<file path="config.mk">
export PLATFORM = sky130hd
export DESIGN_NAME = stick_autocal_deadzone_scaler_unit
export DESIGN_NICKNAME = d
export VERILOG_FILES = /design/src/rtl/sadz_pkg.sv /design/src/rtl/sadz_regs.sv /design/src/rtl/sadz_ctrl.sv /design/src/rtl/sadz_dp.sv /design/src/rtl/stick_autocal_deadzone_scaler_unit.sv
export SDC_FILE = /design/constraint.sdc
export NUM_CORES = 2
export LEC_CHECK = 0
export CAP_MARGIN = 20
export CORE_AREA = 2 2 265 267
export CTS_CLUSTER_DIAMETER = 40
export DETAILED_ROUTE_END_ITERATION = 7
export DIE_AREA = 0 0 267 269
export DONT_BUFFER_PORTS = 1
export GPL_ROUTABILITY_DRIVEN = 0
export HOLD_SLACK_MARGIN = 0.02
export PLACE_DENSITY = 0.81
export SYNTH_ARGS = -nofsm -noshare
export SYNTH_HDL_FRONTEND = slang
export SYNTH_SLANG_ARGS = --single-unit
export TNS_END_PERCENT = 10
</file>
<file path="constraint.sdc">
create_clock -name clk -period 13.25 [get_ports clk]
set_clock_uncertainty 0.1 [all_clocks]
set_input_delay 2.65 -clock clk [delete_from_list [all_inputs] [get_ports clk]]
set_output_delay 2.65 -clock clk [all_outputs]
set_load 0.005 [all_outputs]
</file>
<file path="src/rtl/sadz_pkg.sv">
package sadz_pkg;

	localparam int RAW_W     = 12;
	localparam int SUM_W     = 20;
	localparam int CNT_W     = 8;
	localparam int RCP_W     = SUM_W + 1;
	localparam int QP_W      = SUM_W + RCP_W;
	localparam int GAIN_W    = 16;
	localparam int PROD_W    = RAW_W + GAIN_W;
	localparam int SCL_W     = PROD_W + 15;
	localparam int SAT_W     = 15;
	localparam int OUT_W     = 16;
	localparam int ADDR_W    = 5;
	localparam int IDX_W     = ADDR_W - 2;

	localparam logic [IDX_W-1:0] REG_NEUTRAL_LOW  = 3'd0;
	localparam logic [IDX_W-1:0] REG_NEUTRAL_HIGH = 3'd1;
	localparam logic [IDX_W-1:0] REG_STABLE_DELTA = 3'd2;
	localparam logic [IDX_W-1:0] REG_DEADZONE     = 3'd3;
	localparam logic [IDX_W-1:0] REG_GAIN         = 3'd4;

	localparam logic [11:0] RST_NEUTRAL_LOW  = 12'd1500;
	localparam logic [11:0] RST_NEUTRAL_HIGH = 12'd2300;
	localparam logic [7:0]  RST_STABLE_DELTA = 8'd4;
	localparam logic [10:0] RST_DEADZONE     = 11'd163;
	localparam logic [15:0] RST_GAIN         = 16'd6963;

	localparam logic [RAW_W-1:0] CENTER_RST = 12'd2048;
	localparam logic [SAT_W-1:0] SAT_MAX    = 15'h7FFF;

	typedef struct packed {
		logic [11:0] neutral_low;
		logic [11:0] neutral_high;
		logic [7:0]  stable_delta;
		logic [10:0] deadzone_counts;
		logic [15:0] gain_q12;
	} cfg_t;

	typedef struct packed {
		logic load;
		logic eval;
		logic div;
		logic cal_write;
		logic offs;
		logic mul;
		logic scale;
		logic emit;
	} dp_cmd_t;

	typedef struct packed {
		logic short_rpt;
		logic cal_due;
		logic out_free;
	} dp_sts_t;

endpackage

</file>
<file path="src/rtl/sadz_regs.sv">
module sadz_regs (
	input  logic                        clk,
	input  logic                        arst_n,
	input  logic                        psel,
	input  logic                        penable,
	input  logic                        pwrite,
	input  logic [sadz_pkg::ADDR_W-1:0] paddr,
	input  logic [31:0]                 pwdata,
	output logic [31:0]                 prdata,
	output logic                        pready,
	output sadz_pkg::cfg_t              cfg
);
	import sadz_pkg::*;

	cfg_t             cfg_q;
	logic             wr_en;
	logic [IDX_W-1:0] idx;

	assign pready = 1'b1;
	assign wr_en  = psel & penable & pwrite & pready;
	assign idx    = paddr[ADDR_W-1:2];
	assign cfg    = cfg_q;

	always_ff @(posedge clk or negedge arst_n) begin
		if (!arst_n) begin
			cfg_q.neutral_low     <= RST_NEUTRAL_LOW;
			cfg_q.neutral_high    <= RST_NEUTRAL_HIGH;
			cfg_q.stable_delta    <= RST_STABLE_DELTA;
			cfg_q.deadzone_counts <= RST_DEADZONE;
			cfg_q.gain_q12        <= RST_GAIN;
		end else if (wr_en) begin
			case (idx)
				REG_NEUTRAL_LOW:  cfg_q.neutral_low     <= pwdata[11:0];
				REG_NEUTRAL_HIGH: cfg_q.neutral_high    <= pwdata[11:0];
				REG_STABLE_DELTA: cfg_q.stable_delta    <= pwdata[7:0];
				REG_DEADZONE:     cfg_q.deadzone_counts <= pwdata[10:0];
				REG_GAIN:         cfg_q.gain_q12        <= pwdata[15:0];
				default: ;
			endcase
		end
	end

	always_comb begin
		case (idx)
			REG_NEUTRAL_LOW:  prdata = {20'd0, cfg_q.neutral_low};
			REG_NEUTRAL_HIGH: prdata = {20'd0, cfg_q.neutral_high};
			REG_STABLE_DELTA: prdata = {24'd0, cfg_q.stable_delta};
			REG_DEADZONE:     prdata = {21'd0, cfg_q.deadzone_counts};
			REG_GAIN:         prdata = {16'd0, cfg_q.gain_q12};
			default:          prdata = 32'd0;
		endcase
	end

endmodule

</file>
<file path="src/rtl/sadz_ctrl.sv">
module sadz_ctrl (
	input  logic                clk,
	input  logic                arst_n,
	input  logic                s_tvalid,
	output logic                s_tready,
	input  sadz_pkg::dp_sts_t   sts,
	output sadz_pkg::dp_cmd_t   cmd
);
	import sadz_pkg::*;

	localparam logic [2:0] ST_IDLE  = 3'd0;
	localparam logic [2:0] ST_EVAL  = 3'd1;
	localparam logic [2:0] ST_DIV   = 3'd2;
	localparam logic [2:0] ST_CALW  = 3'd3;
	localparam logic [2:0] ST_OFFS  = 3'd4;
	localparam logic [2:0] ST_MUL   = 3'd5;
	localparam logic [2:0] ST_SCALE = 3'd6;
	localparam logic [2:0] ST_EMIT  = 3'd7;

	logic [2:0] state_q;
	logic [2:0] state_d;

	assign s_tready = (state_q == ST_IDLE);

	always_comb begin
		state_d = state_q;
		cmd     = '0;
		case (state_q)
			ST_IDLE: begin
				cmd.load = s_tvalid;
				if (s_tvalid) state_d = ST_EVAL;
			end
			ST_EVAL: begin
				cmd.eval = !sts.short_rpt;
				if (sts.short_rpt) state_d = ST_EMIT;
				else if (sts.cal_due) state_d = ST_DIV;
				else state_d = ST_OFFS;
			end
			ST_DIV: begin
				cmd.div = 1'b1;
				state_d = ST_CALW;
			end
			ST_CALW: begin
				cmd.cal_write = 1'b1;
				state_d = ST_OFFS;
			end
			ST_OFFS: begin
				cmd.offs = 1'b1;
				state_d = ST_MUL;
			end
			ST_MUL: begin
				cmd.mul = 1'b1;
				state_d = ST_SCALE;
			end
			ST_SCALE: begin
				cmd.scale = 1'b1;
				state_d = ST_EMIT;
			end
			ST_EMIT: begin
				cmd.emit = sts.out_free;
				if (sts.out_free) state_d = ST_IDLE;
			end
			default: state_d = ST_IDLE;
		endcase
	end

	always_ff @(posedge clk or negedge arst_n) begin
		if (!arst_n) begin
			state_q <= ST_IDLE;
		end else begin
			state_q <= state_d;
		end
	end

endmodule

</file>
<file path="src/rtl/sadz_dp.sv">
module sadz_dp #(
	parameter int SETTLE_RUN = 30
) (
	input  logic                clk,
	input  logic                arst_n,
	input  sadz_pkg::cfg_t      cfg,
	input  sadz_pkg::dp_cmd_t   cmd,
	output sadz_pkg::dp_sts_t   sts,
	input  logic [23:0]         s_tdata,
	input  logic [2:0]          s_tuser,
	output logic                m_tvalid,
	input  logic                m_tready,
	output logic [31:0]         m_tdata,
	output logic [0:0]          m_tuser
);
	import sadz_pkg::*;

	localparam logic [CNT_W-1:0] CAL_N  = CNT_W'(SETTLE_RUN);
	localparam int               RCP_SH = SUM_W + $clog2(SETTLE_RUN);
	localparam logic [RCP_W-1:0] RCP_M  =
		RCP_W'(((1 << RCP_SH) + SETTLE_RUN - 1) / SETTLE_RUN);

	logic [RAW_W-1:0] rx_q, ry_q;
	logic             side_q, rot_q, short_q;

	logic [RAW_W-1:0] center_x_q [2];
	logic [RAW_W-1:0] center_y_q [2];
	logic [RAW_W-1:0] prev_x_q [2];
	logic [RAW_W-1:0] prev_y_q [2];
	logic             have_prev_q [2];
	logic [CNT_W-1:0] count_q [2];
	logic [SUM_W-1:0] sum_x_q [2];
	logic [SUM_W-1:0] sum_y_q [2];
	logic             cal_q [2];

	logic [SUM_W-1:0] div_x_q, div_y_q;
	logic [RAW_W-1:0] quo_x_q, quo_y_q;

	logic [RAW_W-1:0]  mag_x_q, mag_y_q;
	logic              neg_x_q, neg_y_q, zero_q, is_cal_q;
	logic [PROD_W-1:0] prod_x_q, prod_y_q;
	logic [SAT_W-1:0]  m_x_q, m_y_q;

	logic              m_tvalid_q;
	logic [31:0]       m_tdata_q;
	logic              m_tuser_q;

	logic [RAW_W-1:0] dif_x, dif_y;
	logic             in_band, stable;
	logic [CNT_W-1:0] cnt_inc;
	logic [SUM_W-1:0] sum_x_n, sum_y_n;
	logic             cal_due;

	logic [QP_W-1:0]  qp_x, qp_y;

	logic [RAW_W:0]   dx, dy;
	logic [RAW_W-1:0] adx, ady, mx, my;
	logic             dxn, dyn, nx, ny, dz;

	logic [SCL_W-1:0] t_x, t_y;
	logic [SUM_W-1:0] sh_x, sh_y;

	logic [OUT_W-1:0] ox, oy;

	// stability and calibration accumulation
	always_comb begin
		dif_x   = (rx_q >= prev_x_q[side_q]) ? rx_q - prev_x_q[side_q] : prev_x_q[side_q] - rx_q;
		dif_y   = (ry_q >= prev_y_q[side_q]) ? ry_q - prev_y_q[side_q] : prev_y_q[side_q] - ry_q;
		in_band = (rx_q >= cfg.neutral_low) && (rx_q <= cfg.neutral_high) &&
		          (ry_q >= cfg.neutral_low) && (ry_q <= cfg.neutral_high);
		stable  = in_band && (!have_prev_q[side_q] ||
		          ((dif_x <= {4'd0, cfg.stable_delta}) && (dif_y <= {4'd0, cfg.stable_delta})));
		cnt_inc = count_q[side_q] + 1'b1;
		sum_x_n = sum_x_q[side_q] + {{(SUM_W-RAW_W){1'b0}}, rx_q};
		sum_y_n = sum_y_q[side_q] + {{(SUM_W-RAW_W){1'b0}}, ry_q};
		cal_due = stable && (cnt_inc >= CAL_N);
	end

	// divide by the run length as a multiply by its reciprocal
	always_comb begin
		qp_x = div_x_q * RCP_M;
		qp_y = div_y_q * RCP_M;
	end

	// offsets, rotation, dead zone
	always_comb begin
		dx  = {1'b0, rx_q} - {1'b0, center_x_q[side_q]};
		dy  = {1'b0, ry_q} - {1'b0, center_y_q[side_q]};
		dxn = dx[RAW_W];
		dyn = dy[RAW_W];
		adx = dxn ? RAW_W'(-dx) : dx[RAW_W-1:0];
		ady = dyn ? RAW_W'(-dy) : dy[RAW_W-1:0];
		if (rot_q) begin
			mx = ady;
			my = adx;
			nx = side_q ? dyn : !dyn;
			ny = side_q ? dxn : !dxn;
		end else begin
			mx = adx;
			my = ady;
			nx = dxn;
			ny = !dyn;
		end
		dz = (mx <= {1'b0, cfg.deadzone_counts}) && (my <= {1'b0, cfg.deadzone_counts});
	end

	// times 32767 as shift and subtract, then drop 23 bits and saturate
	always_comb begin
		t_x  = {prod_x_q, 15'd0} - {15'd0, prod_x_q};
		t_y  = {prod_y_q, 15'd0} - {15'd0, prod_y_q};
		sh_x = t_x[SCL_W-1:23];
		sh_y = t_y[SCL_W-1:23];
	end

	always_comb begin
		ox = neg_x_q ? OUT_W'(-{1'b0, m_x_q}) : {1'b0, m_x_q};
		oy = neg_y_q ? OUT_W'(-{1'b0, m_y_q}) : {1'b0, m_y_q};
	end

	assign sts.short_rpt = short_q;
	assign sts.cal_due   = cal_due;
	assign sts.out_free  = !m_tvalid_q || m_tready;

	always_ff @(posedge clk or negedge arst_n) begin
		if (!arst_n) begin
			for (int i = 0; i < 2; i++) begin
				center_x_q[i]  <= CENTER_RST;
				center_y_q[i]  <= CENTER_RST;
				prev_x_q[i]    <= '0;
				prev_y_q[i]    <= '0;
				have_prev_q[i] <= 1'b0;
				count_q[i]     <= '0;
				sum_x_q[i]     <= '0;
				sum_y_q[i]     <= '0;
				cal_q[i]       <= 1'b0;
			end
			m_tvalid_q <= 1'b0;
		end else begin
			if (cmd.eval) begin
				prev_x_q[side_q]    <= rx_q;
				prev_y_q[side_q]    <= ry_q;
				have_prev_q[side_q] <= 1'b1;
				if (!stable || cal_due) begin
					count_q[side_q] <= '0;
					sum_x_q[side_q] <= '0;
					sum_y_q[side_q] <= '0;
				end else begin
					count_q[side_q] <= cnt_inc;
					sum_x_q[side_q] <= sum_x_n;
					sum_y_q[side_q] <= sum_y_n;
				end
			end
			if (cmd.cal_write) begin
				center_x_q[side_q] <= quo_x_q;
				center_y_q[side_q] <= quo_y_q;
				cal_q[side_q]      <= 1'b1;
			end
			if (cmd.emit) begin
				m_tvalid_q <= 1'b1;
			end else if (m_tready) begin
				m_tvalid_q <= 1'b0;
			end
		end
	end

	always_ff @(posedge clk) begin
		if (cmd.load) begin
			rx_q    <= {s_tdata[11:8], s_tdata[7:0]};
			ry_q    <= {s_tdata[23:16], s_tdata[15:12]};
			side_q  <= s_tuser[0];
			rot_q   <= s_tuser[1];
			short_q <= s_tuser[2];
		end
		if (cmd.eval) begin
			div_x_q <= sum_x_n;
			div_y_q <= sum_y_n;
		end
		if (cmd.div) begin
			quo_x_q <= qp_x[RCP_SH +: RAW_W];
			quo_y_q <= qp_y[RCP_SH +: RAW_W];
		end
		if (cmd.offs) begin
			mag_x_q  <= mx;
			mag_y_q  <= my;
			neg_x_q  <= nx;
			neg_y_q  <= ny;
			is_cal_q <= cal_q[side_q];
			zero_q   <= !cal_q[side_q] || dz;
		end
		if (cmd.mul) begin
			prod_x_q <= mag_x_q * cfg.gain_q12;
			prod_y_q <= mag_y_q * cfg.gain_q12;
		end
		if (cmd.scale) begin
			m_x_q <= (sh_x > {{(SUM_W-SAT_W){1'b0}}, SAT_MAX}) ? SAT_MAX : sh_x[SAT_W-1:0];
			m_y_q <= (sh_y > {{(SUM_W-SAT_W){1'b0}}, SAT_MAX}) ? SAT_MAX : sh_y[SAT_W-1:0];
		end
		if (cmd.emit) begin
			if (short_q) begin
				m_tdata_q <= '0;
				m_tuser_q <= 1'b0;
			end else begin
				m_tdata_q <= zero_q ? 32'd0 : {oy, ox};
				m_tuser_q <= is_cal_q;
			end
		end
	end

	assign m_tvalid = m_tvalid_q;
	assign m_tdata  = m_tdata_q;
	assign m_tuser  = m_tuser_q;

endmodule

</file>
<file path="src/rtl/stick_autocal_deadzone_scaler_unit.sv">
// Stick conditioning unit: unpacks 12-bit X/Y from three stick bytes, keeps a
// separate auto-centering calibration for the left and right controller, then
// applies sideways rotation, a dead zone and a Q4.12 gain.
// Input stream (s_t*): one beat per report, accepted when s_tvalid && s_tready.
// Output stream (m_t*): one beat per input beat, in order, held while
// m_tready is low. A registered output lets the next report enter while a
// result still waits; that report then holds in the emit step and the input stalls.
// The controller takes each report through accept, evaluate, offset, multiply,
// scale and emit; a short report goes from evaluate straight to emit.
// The report that completes a calibration run also takes a divide step, where
// a reciprocal multiply divides the sample sums, and then writes the new center.
// The input is not ready again until the report's result has been emitted.
// Reset puts both sides back to uncalibrated with center 2048 and restores
// the register defaults; results are zero until a side is calibrated.
// Registers (APB, byte address 4*i): neutral_low, neutral_high, stable_delta,
// deadzone_counts, gain_q12.
module stick_autocal_deadzone_scaler_unit #(
	parameter int SETTLE_RUN = 30
) (
	input  logic                        clk,
	input  logic                        arst_n,
	input  logic                        psel,
	input  logic                        penable,
	input  logic                        pwrite,
	input  logic [sadz_pkg::ADDR_W-1:0] paddr,
	input  logic [31:0]                 pwdata,
	output logic [31:0]                 prdata,
	output logic                        pready,
	input  logic                        s_tvalid,
	output logic                        s_tready,
	input  logic [23:0]                 s_tdata,  // stick_byte0, stick_byte1, stick_byte2
	input  logic [2:0]                  s_tuser,  // right_side, sideways, report_short
	output logic                        m_tvalid,
	input  logic                        m_tready,
	output logic [31:0]                 m_tdata,  // stick_x, stick_y
	output logic [0:0]                  m_tuser   // is_calibrated
);
	import sadz_pkg::*;

	cfg_t    cfg;
	dp_cmd_t cmd;
	dp_sts_t sts;

	sadz_regs u_regs (
		.clk     (clk),
		.arst_n  (arst_n),
		.psel    (psel),
		.penable (penable),
		.pwrite  (pwrite),
		.paddr   (paddr),
		.pwdata  (pwdata),
		.prdata  (prdata),
		.pready  (pready),
		.cfg     (cfg)
	);

	sadz_ctrl u_ctrl (
		.clk      (clk),
		.arst_n   (arst_n),
		.s_tvalid (s_tvalid),
		.s_tready (s_tready),
		.sts      (sts),
		.cmd      (cmd)
	);

	sadz_dp #(
		.SETTLE_RUN (SETTLE_RUN)
	) u_dp (
		.clk      (clk),
		.arst_n   (arst_n),
		.cfg      (cfg),
		.cmd      (cmd),
		.sts      (sts),
		.s_tdata  (s_tdata),
		.s_tuser  (s_tuser),
		.m_tvalid (m_tvalid),
		.m_tready (m_tready),
		.m_tdata  (m_tdata),
		.m_tuser  (m_tuser)
	);

`ifndef SYNTH
	a_uncal_zero: assert property (@(posedge clk) disable iff (!arst_n)
		(m_tvalid && !m_tuser[0]) |-> (m_tdata == 32'd0))
		else $error("uncalibrated result carries nonzero position");

	a_one_in_flight: assert property (@(posedge clk) disable iff (!arst_n)
		(s_tvalid && s_tready) |=> !s_tready)
		else $error("input taken while a report is in progress");

	a_no_min_value: assert property (@(posedge clk) disable iff (!arst_n)
		m_tvalid |-> ((m_tdata[15:0] != 16'h8000) && (m_tdata[31:16] != 16'h8000)))
		else $error("scaled output exceeds 32767 in magnitude");
`endif

endmodule
</file>
# Word level (Yosys, flattened, before mapping)
# Cells that the tools add are included.
[totals]
register_bits = 497
inputBits = 71
output_inout_bits = 68
wordCells = 211
[op_classes]
n_addsub = 15
n_mul = 4
order_cmp = 15
eq_ne = 13
muxes = 73
bitwise_logic = 12
n_reduce_logical = 31
[ops]
columns = ["op", "n"]
rows = [
  ["2-to-1 mux 12 bit", 19],
  ["2-to-1 mux 20 bit", 7],
  ["bitwise mux 24 bit", 4],
  ["subtractor 43 x 28 -> 43 bit", 2],
  ["AND 40 bit", 2],
  ["bitwise mux 40 bit", 2],
  ["2-to-1 mux 40 bit", 2],
  ["case mux 16 bit (5 select lines)", 1],
  ["multiplier 20 x 20 -> 36 bit, second input constant", 2],
  ["multiplier 12 x 16 -> 28 bit", 2],
  ["greater-or-equal comparator 12 bit", 4],
  ["subtractor 12 bit", 4],
  ["adder 20 x 12 -> 20 bit", 2],
  ["greater-than comparator 20 x 15 -> 1 bit, second input constant", 2],
  ["inverter 40 bit", 1],
  ["2-to-1 mux 8 bit", 4],
  ["negator 15 -> 16 bit", 2],
  ["2-to-1 mux 15 bit", 2],
  ["subtractor 12 x 12 -> 13 bit", 2],
  ["less-or-equal comparator 12 x 11 -> 1 bit", 2],
  ["less-or-equal comparator 12 bit", 2],
  ["less-or-equal comparator 12 x 8 -> 1 bit", 2],
  ["negator 12 bit", 2],
  ["case mux 3 bit (8 select lines)", 1],
  ["31 further kinds", 88],
]

# Logic depth before layout (Yosys ltp)
[depth]
word_depth = 14
mapped_depth = 35

# By module
# A second synthesis with hierarchy kept.
[unflattened]
cells_unflattened = 4704
hier_area_um2 = 46477.1
[modules_own_cells]
columns = ["mod", "n_inst", "cells_each", "area_each_um2", "seq_area_each_um2"]
rows = [
  ["sadz_dp", 1, 4458, 43275.3, 12081.6],
  ["sadz_regs", 1, 216, 2947.8, 1510.2],
  ["sadz_ctrl", 1, 30, 254.0, 75.1],
]

# Least setup slack after synthesis
# Ideal clock, no wire load.
[synth_timing]
kind = "register -> register"
startpoint = "register u_dp.side_q"
endpoint = "register u_ctrl.state_q[2]"
t_arrival_ps = 7559
t_required_ps = 12930
slack_ps = 5371
stages_incl_launch_ff = 34
path_buffers = 9
period_less_slack_ps = 7879
path_cell_list = "edfxtp_1 -> buf_1 -> clkbuf_1 -> buf_1 -> clkbuf_1 -> buf_1 -> clkbuf_1 -> mux2i_1 -> inv_1 -> ha_1 -> nand3_1 -> or3_1 -> a21o_1 -> a31oi_1 -> or2_1 -> buf_2 -> mux2_1 -> o2111ai_1 -> nand3b_1 -> o2bb2ai_1 -> a21oi_1 -> xnor2_1 -> ha_1 -> nand4_1 -> a21oi_1 -> o22a_1 -> a2111oi_2 -> nand3b_1 -> nor4_2 -> a41o_1 -> and2_1 -> buf_2 -> buf_2 -> a311oi_1"
[synth_between]
elab_chain_cells = 14
word_cells_on_any_way = 33
[synth_lines]
columns = ["element", "line", "text"]
rows = [
  ["start, declared", "sadz_dp.sv:24", "logic side_q, rot_q, short_q;"],
  ["start signal, assigned", "sadz_dp.sv:170", "side_q <= s_tuser[0];"],
  ["inverter 1 -> 2 bit (not written as such) (*)", "-", ""],
  ["2-to-1 mux 12 bit, on equally long branches (3 in series)", "sadz_dp.sv:67, sadz_dp.sv:68", ""],
  ["subtractor 12 bit, or another cell as far along", "sadz_dp.sv:67", "dif_x = (rx_q >= prev_x_q[side_q]) ? rx_q - prev_x_q[side_q] : prev_x_q[side_q] - rx_q;"],
  ["2-to-1 mux 12 bit, on equally long branches", "sadz_dp.sv:67, sadz_dp.sv:68", ""],
  ["less-or-equal comparator 12 x 8 -> 1 bit", "sadz_dp.sv:72", "((dif_x <= {4'd0, cfg.stable_delta}) && (dif_y <= {4'd0, cfg.stable_delta})));"],
  ["logical AND 1 bit", "sadz_dp.sv:72", ""],
  ["logical OR 1 bit", "sadz_dp.sv:71", "stable = in_band && (!have_prev_q[side_q] ||"],
  ["logical AND 1 bit", "sadz_dp.sv:71", ""],
  ["logical AND 1 bit (*)", "sadz_dp.sv:76", "cal_due = stable && (cnt_inc >= CAL_N);"],
  ["2-to-1 mux 3 bit (*)", "sadz_ctrl.sv:36", "else if (sts.cal_due) state_d = ST_DIV;"],
  ["2-to-1 mux 3 bit (*)", "sadz_ctrl.sv:35", "if (sts.short_rpt) state_d = ST_EMIT;"],
  ["case mux 3 bit (8 select lines) (*)", "sadz_ctrl.sv:28", "case (state_q)"],
  ["end signal, assigned", "sadz_ctrl.sv:71", "state_q <= state_d;"],
  ["end, declared", "sadz_ctrl.sv:20", "logic [2:0] state_q;"],
]
# Every way passes the cells marked *; elsewhere a longest branch is shown, timed or not. The select of a mux whose other input is x is not followed.
# A chain may end at the register's enable or synchronous reset.

# Final worst setup path
[layout_timing]
startpoint = "register u_dp.side_q"
endpoint = "register u_dp.sum_y_q[3] (netlist bit)"
[layout_between]
elab_chain_cells = 13
word_cells_on_any_way = 45
[layout_lines]
columns = ["element", "line", "text"]
rows = [
  ["inverter 1 -> 2 bit (not written as such) (*)", "-", ""],
  ["2-to-1 mux 12 bit, on equally long branches (3 in series)", "sadz_dp.sv:67, sadz_dp.sv:68", ""],
  ["subtractor 12 bit, or another cell as far along", "sadz_dp.sv:67", ""],
  ["2-to-1 mux 12 bit, on equally long branches", "sadz_dp.sv:67, sadz_dp.sv:68", ""],
  ["less-or-equal comparator 12 x 8 -> 1 bit", "sadz_dp.sv:72", ""],
  ["logical AND 1 bit", "sadz_dp.sv:72", ""],
  ["logical OR 1 bit", "sadz_dp.sv:71", ""],
  ["logical AND 1 bit", "sadz_dp.sv:71", ""],
  ["zero test 1 bit or logical AND 1 bit (tied branches)", "sadz_dp.sv:143, sadz_dp.sv:76", ""],
  ["logical OR 1 bit", "sadz_dp.sv:143", "if (!stable || cal_due) begin"],
  ["2-to-1 mux 40 bit (*)", "sadz_dp.sv:143", ""],
  ["end signal, assigned by index", "sadz_dp.sv:150", "sum_y_q[side_q] <= sum_y_n;"],
  ["end, declared", "sadz_dp.sv:33", "logic [SUM_W-1:0] sum_y_q [2];"],
]
# Marked as above.

==> impl_metrics.env <==
export IMPL_area_growth_pct=7.323
export IMPL_drt_initial_drc_count=1878
export IMPL_period_share_pct=62.51
export IMPL_drc=0
export IMPL_clkLatencyLatePin_ns=0.64
export IMPL_cts_buffer_depth=3
export IMPL_rsz0062_at_grt="no"
export IMPL_reg2reg_depth=27
export IMPL_path_buf_inv=3
export IMPL_final_cells=5515
export IMPL_r2r_setup_slack_ns=4.97
export IMPL_dpl_cell_count=5370
export IMPL_cts_made_buffers=77
export IMPL_ant_nets=0
export IMPL_r2r_end="u_dp.sum_y_q[3]$_DFFE_PN0P_"
export IMPL_post_cts_resized=0
export IMPL_hp_class="reg2reg"
export IMPL_cts_hold_buf=0
export IMPL_initial_core_util_pct=66.08
export IMPL_synth_enable_flop_cells=238
export IMPL_clock_sinks=497
export IMPL_die_height_microns=269
export IMPL_cts_tree="yes"
export IMPL_syn_cell_area_sq_um=45790
export IMPL_vias=32410
export IMPL_setup_viol=0
export IMPL_r2r_start="u_dp.side_q$_DFFE_PP_"
export IMPL_wl_microns=102400
export IMPL_hold_viol=0
export IMPL_slew_viol_final=0
export IMPL_grt_max_degree=260
export IMPL_path_clk_slew_ns=0.06
export IMPL_critPathMaxStageDelay_ns=1.02
export IMPL_cp_depth=27
export IMPL_worstSetupEndpoint="u_dp.sum_y_q[3]$_DFFE_PN0P_"
export IMPL_m1WireLength_microns=40230
export IMPL_synthArstFlopShare_pct=52.11
export IMPL_worstSetupPathType="reg2reg"
export IMPL_fin_tns_setup_ns=0
export IMPL_die_area_sq_um=71820
export IMPL_yosys_register_bits=497
export IMPL_wl_met3_microns=5684
export IMPL_gr_total_overflow=0
export IMPL_fp_dieW_microns=267
export IMPL_crit_fanout=41
export IMPL_firstDrtPassIters=5
export IMPL_avgSynthCellArea_sq_um=10.04
export IMPL_start_kind="flop"
export IMPL_slowest_stage="edfxtp_1"
export IMPL_dpl_hpwl_microns=76030
export IMPL_timing_fmax_mhz=120.7
export IMPL_synth_ff_type="edfxtp_1"
export IMPL_outcome="finished, final reports clean"
export IMPL_cts_htree_levels=3
export IMPL_postCtsSetupBuffers=0
export IMPL_crit_required_ns=13.66
export IMPL_path_delay_family="compound AO/OA/AOI/OAI gates"
export IMPL_worst_slew_pin_slew_ns=1.163
export IMPL_period_needed_ns=8.283
export IMPL_yosysUniqueCellTypes=79
export IMPL_vias_per_cell=5.876
export IMPL_synth_seq_area_share_pct=29.85
export IMPL_core_area_sq_um=69300
export IMPL_slew_headroom_pct=22.50
export IMPL_wl_per_cell_microns=18.56
export IMPL_root_buffer="clkbuf_16"
export IMPL_diodes=0
export IMPL_port_buffers=0
export IMPL_nNetsFinal=5517
export IMPL_drive_gt1_share_pct=6.426
export IMPL_ys_warn_count=0
export IMPL_io_pins=139
export IMPL_highest_layer="met5"
export IMPL_track_usage_pct=29.28
export IMPL_critPathMostFrequentCell="a21oi_1"
export IMPL_synthCells=4563
export IMPL_cap_viol_max_count=0
export IMPL_row_count=97
export IMPL_dr_wl_met2_microns=50830
export IMPL_worstPathArrival_ns=8.70
export IMPL_grt_pass1_vias=33800
export IMPL_critPathLaunch="u_dp.side_q$_DFFE_PP_"
export IMPL_grt_antenna_before_repair=4
export IMPL_grt_pass1_wl_microns=166600
export IMPL_whs_ns=0.3736
export IMPL_worst_setup_path_end_kind="flop"
## stage by stage
step | worst slack [ns] | cell area [sq um] | utilization [%]
after global routing | 4.389 | 49140 | 70.92
after floorplan | 5.371 | 45850 | -
after detailed placement | 5.039 | 46530 | 67.14
after global placement | 5.123 | 46530 | 67.14
after CTS | 4.940 | 49120 | 70.89
final | 4.967 | 49140 | 70.92
## synthesized netlist by cell type, types with 19 or more instances
master      n  share of area, %
dfrtp_1   228                12
nor3_1     47              0.51
o21ai_1    49              0.54
clkbuf_1  133               1.1
and3_1     26              0.36
mux2_1     54               1.3
edfxtp_1  238                16
mux2i_1   119               2.6
ha_1      580                16
and2_1    169               2.3
o21a_1     19              0.31
nand2b_1   20              0.27
dfstp_2    31               1.8
inv_1     729               6.0
a32o_1     50               1.1
nor2_1    181               1.5
or3_1      27              0.37
nand2_1   483               4.0
xnor2_1   142               2.7
nand4_1    24              0.33
nor2b_1    39              0.53
nand3_1    55              0.60
a21o_1     54              0.89
o21bai_1   26              0.43
mux2_2     69               1.7
o41ai_1    29              0.55
a21oi_1   143               1.6
a211oi_1   21              0.34
fa_1      356                16
xor2_1     73               1.4
o21ai_0   113               1.2
## sequential cells by signal (all words and copies together), names as in the netlist, 20 cells and up
name	cells
u_regs.cfg	59
u_dp.sum_x_q	40
u_dp.sum_y_q	40
u_dp.m_tdata	32
u_dp.prod_x_q	28
u_dp.prod_y_q	28
u_dp.center_x_q	24
u_dp.center_y_q	24
u_dp.prev_x_q	24
u_dp.prev_y_q	24
u_dp.div_x_q	20
u_dp.div_y_q	20
## cell type report
cell class / instances / area [sq um]
Clock buffer: 91 / 2043
Inverter: 730 / 2740
Tap cell: 940 / 1176
Timing Repair Buffer: 26 / 207.7
Fill cell: 4922 / 20160
Sequential cell: 497 / 13670
Multi-Input combinational cell: 3178 / 28760
Clock inverter: 53 / 555.5
## cell usage in the layout (no fill, tap or decap), drive strengths merged, types with 15 or more instances in the layout
| cell type | instances |
|---|---|
| a211oi | 21 |
| a21o | 54 |
| a21oi | 143 |
| a32o | 50 |
| and2 | 169 |
| and3 | 26 |
| buf | 26 |
| clkbuf | 91 |
| clkinv | 26 |
| conb | 17 |
| dfrtp | 228 |
| dfstp | 31 |
| edfxtp | 238 |
| fa | 356 |
| ha | 580 |
| inv | 746 |
| mux2 | 124 |
| mux2i | 119 |
| nand2 | 484 |
| nand2b | 20 |
| nand3 | 55 |
| nand4 | 24 |
| nor2 | 181 |
| nor2b | 39 |
| nor3 | 47 |
| nor4 | 15 |
| o21a | 19 |
| o21ai | 162 |
| o21bai | 27 |
| o31ai | 17 |
| o41ai | 41 |
| or3 | 27 |
| xnor2 | 142 |
| xor2 | 73 |
## worst min path at each step
| stage | startpoint | slack [ns] | endpoint | depth (start not counted) |
|---|---|---|---|---|
| 6_report | u_dp.cal_q[0]$_DFFE_PN0N_ | 0.37 | u_dp.cal_q[0]$_DFFE_PN0N_ | 1 |
| 5_1_grt | u_dp.sum_x_q[22]$_DFFE_PN0P_ | 0.39 | u_dp.sum_x_q[22]$_DFFE_PN0P_ | 2 |
| 4_1_cts | u_dp.cal_q[1]$_DFFE_PN0N_ | 0.37 | u_dp.cal_q[1]$_DFFE_PN0N_ | 1 |
| 3_5_place_dp | u_dp.count_q[12]$_DFFE_PN0P_ | 0.35 | u_dp.count_q[12]$_DFFE_PN0P_ | 2 |
| 3_3_place_gp | u_dp.have_prev_q[1]$_DFFE_PN0P_ | 0.35 | u_dp.have_prev_q[1]$_DFFE_PN0P_ | 1 |
| 2_1_floorplan | u_dp.cal_q[1]$_DFFE_PN0N_ | 0.33 | u_dp.cal_q[1]$_DFFE_PN0N_ | 1 |
## cells by family (layout without fill, tap and decap cells)
kind of cell               Yosys count  after routing  synth area share [%]
xor gates and xnor gates           215            215                 4.112
DFF                                497            497                 29.85
other                                2             17               0.01640
AOI/OAI and AO/OA                  639            639                 9.637
adders and majority gates          936            936                 31.41
muxes                              245            245                 5.757
and+or+nand+nor                   1126           1126                 11.59
buffers and inverters              903            900                 7.629
## layer usage
layer	GRT usage [%]	vias up
met4	14.96	8
met2	52.10	986
met5	0	-
met3	4.502	333
li1	-	15180
met1	34.48	15900
Power is left out: the tool's default activity adds up to more than one toggle a clock period on the data nets, which glitch-free logic cannot reach.
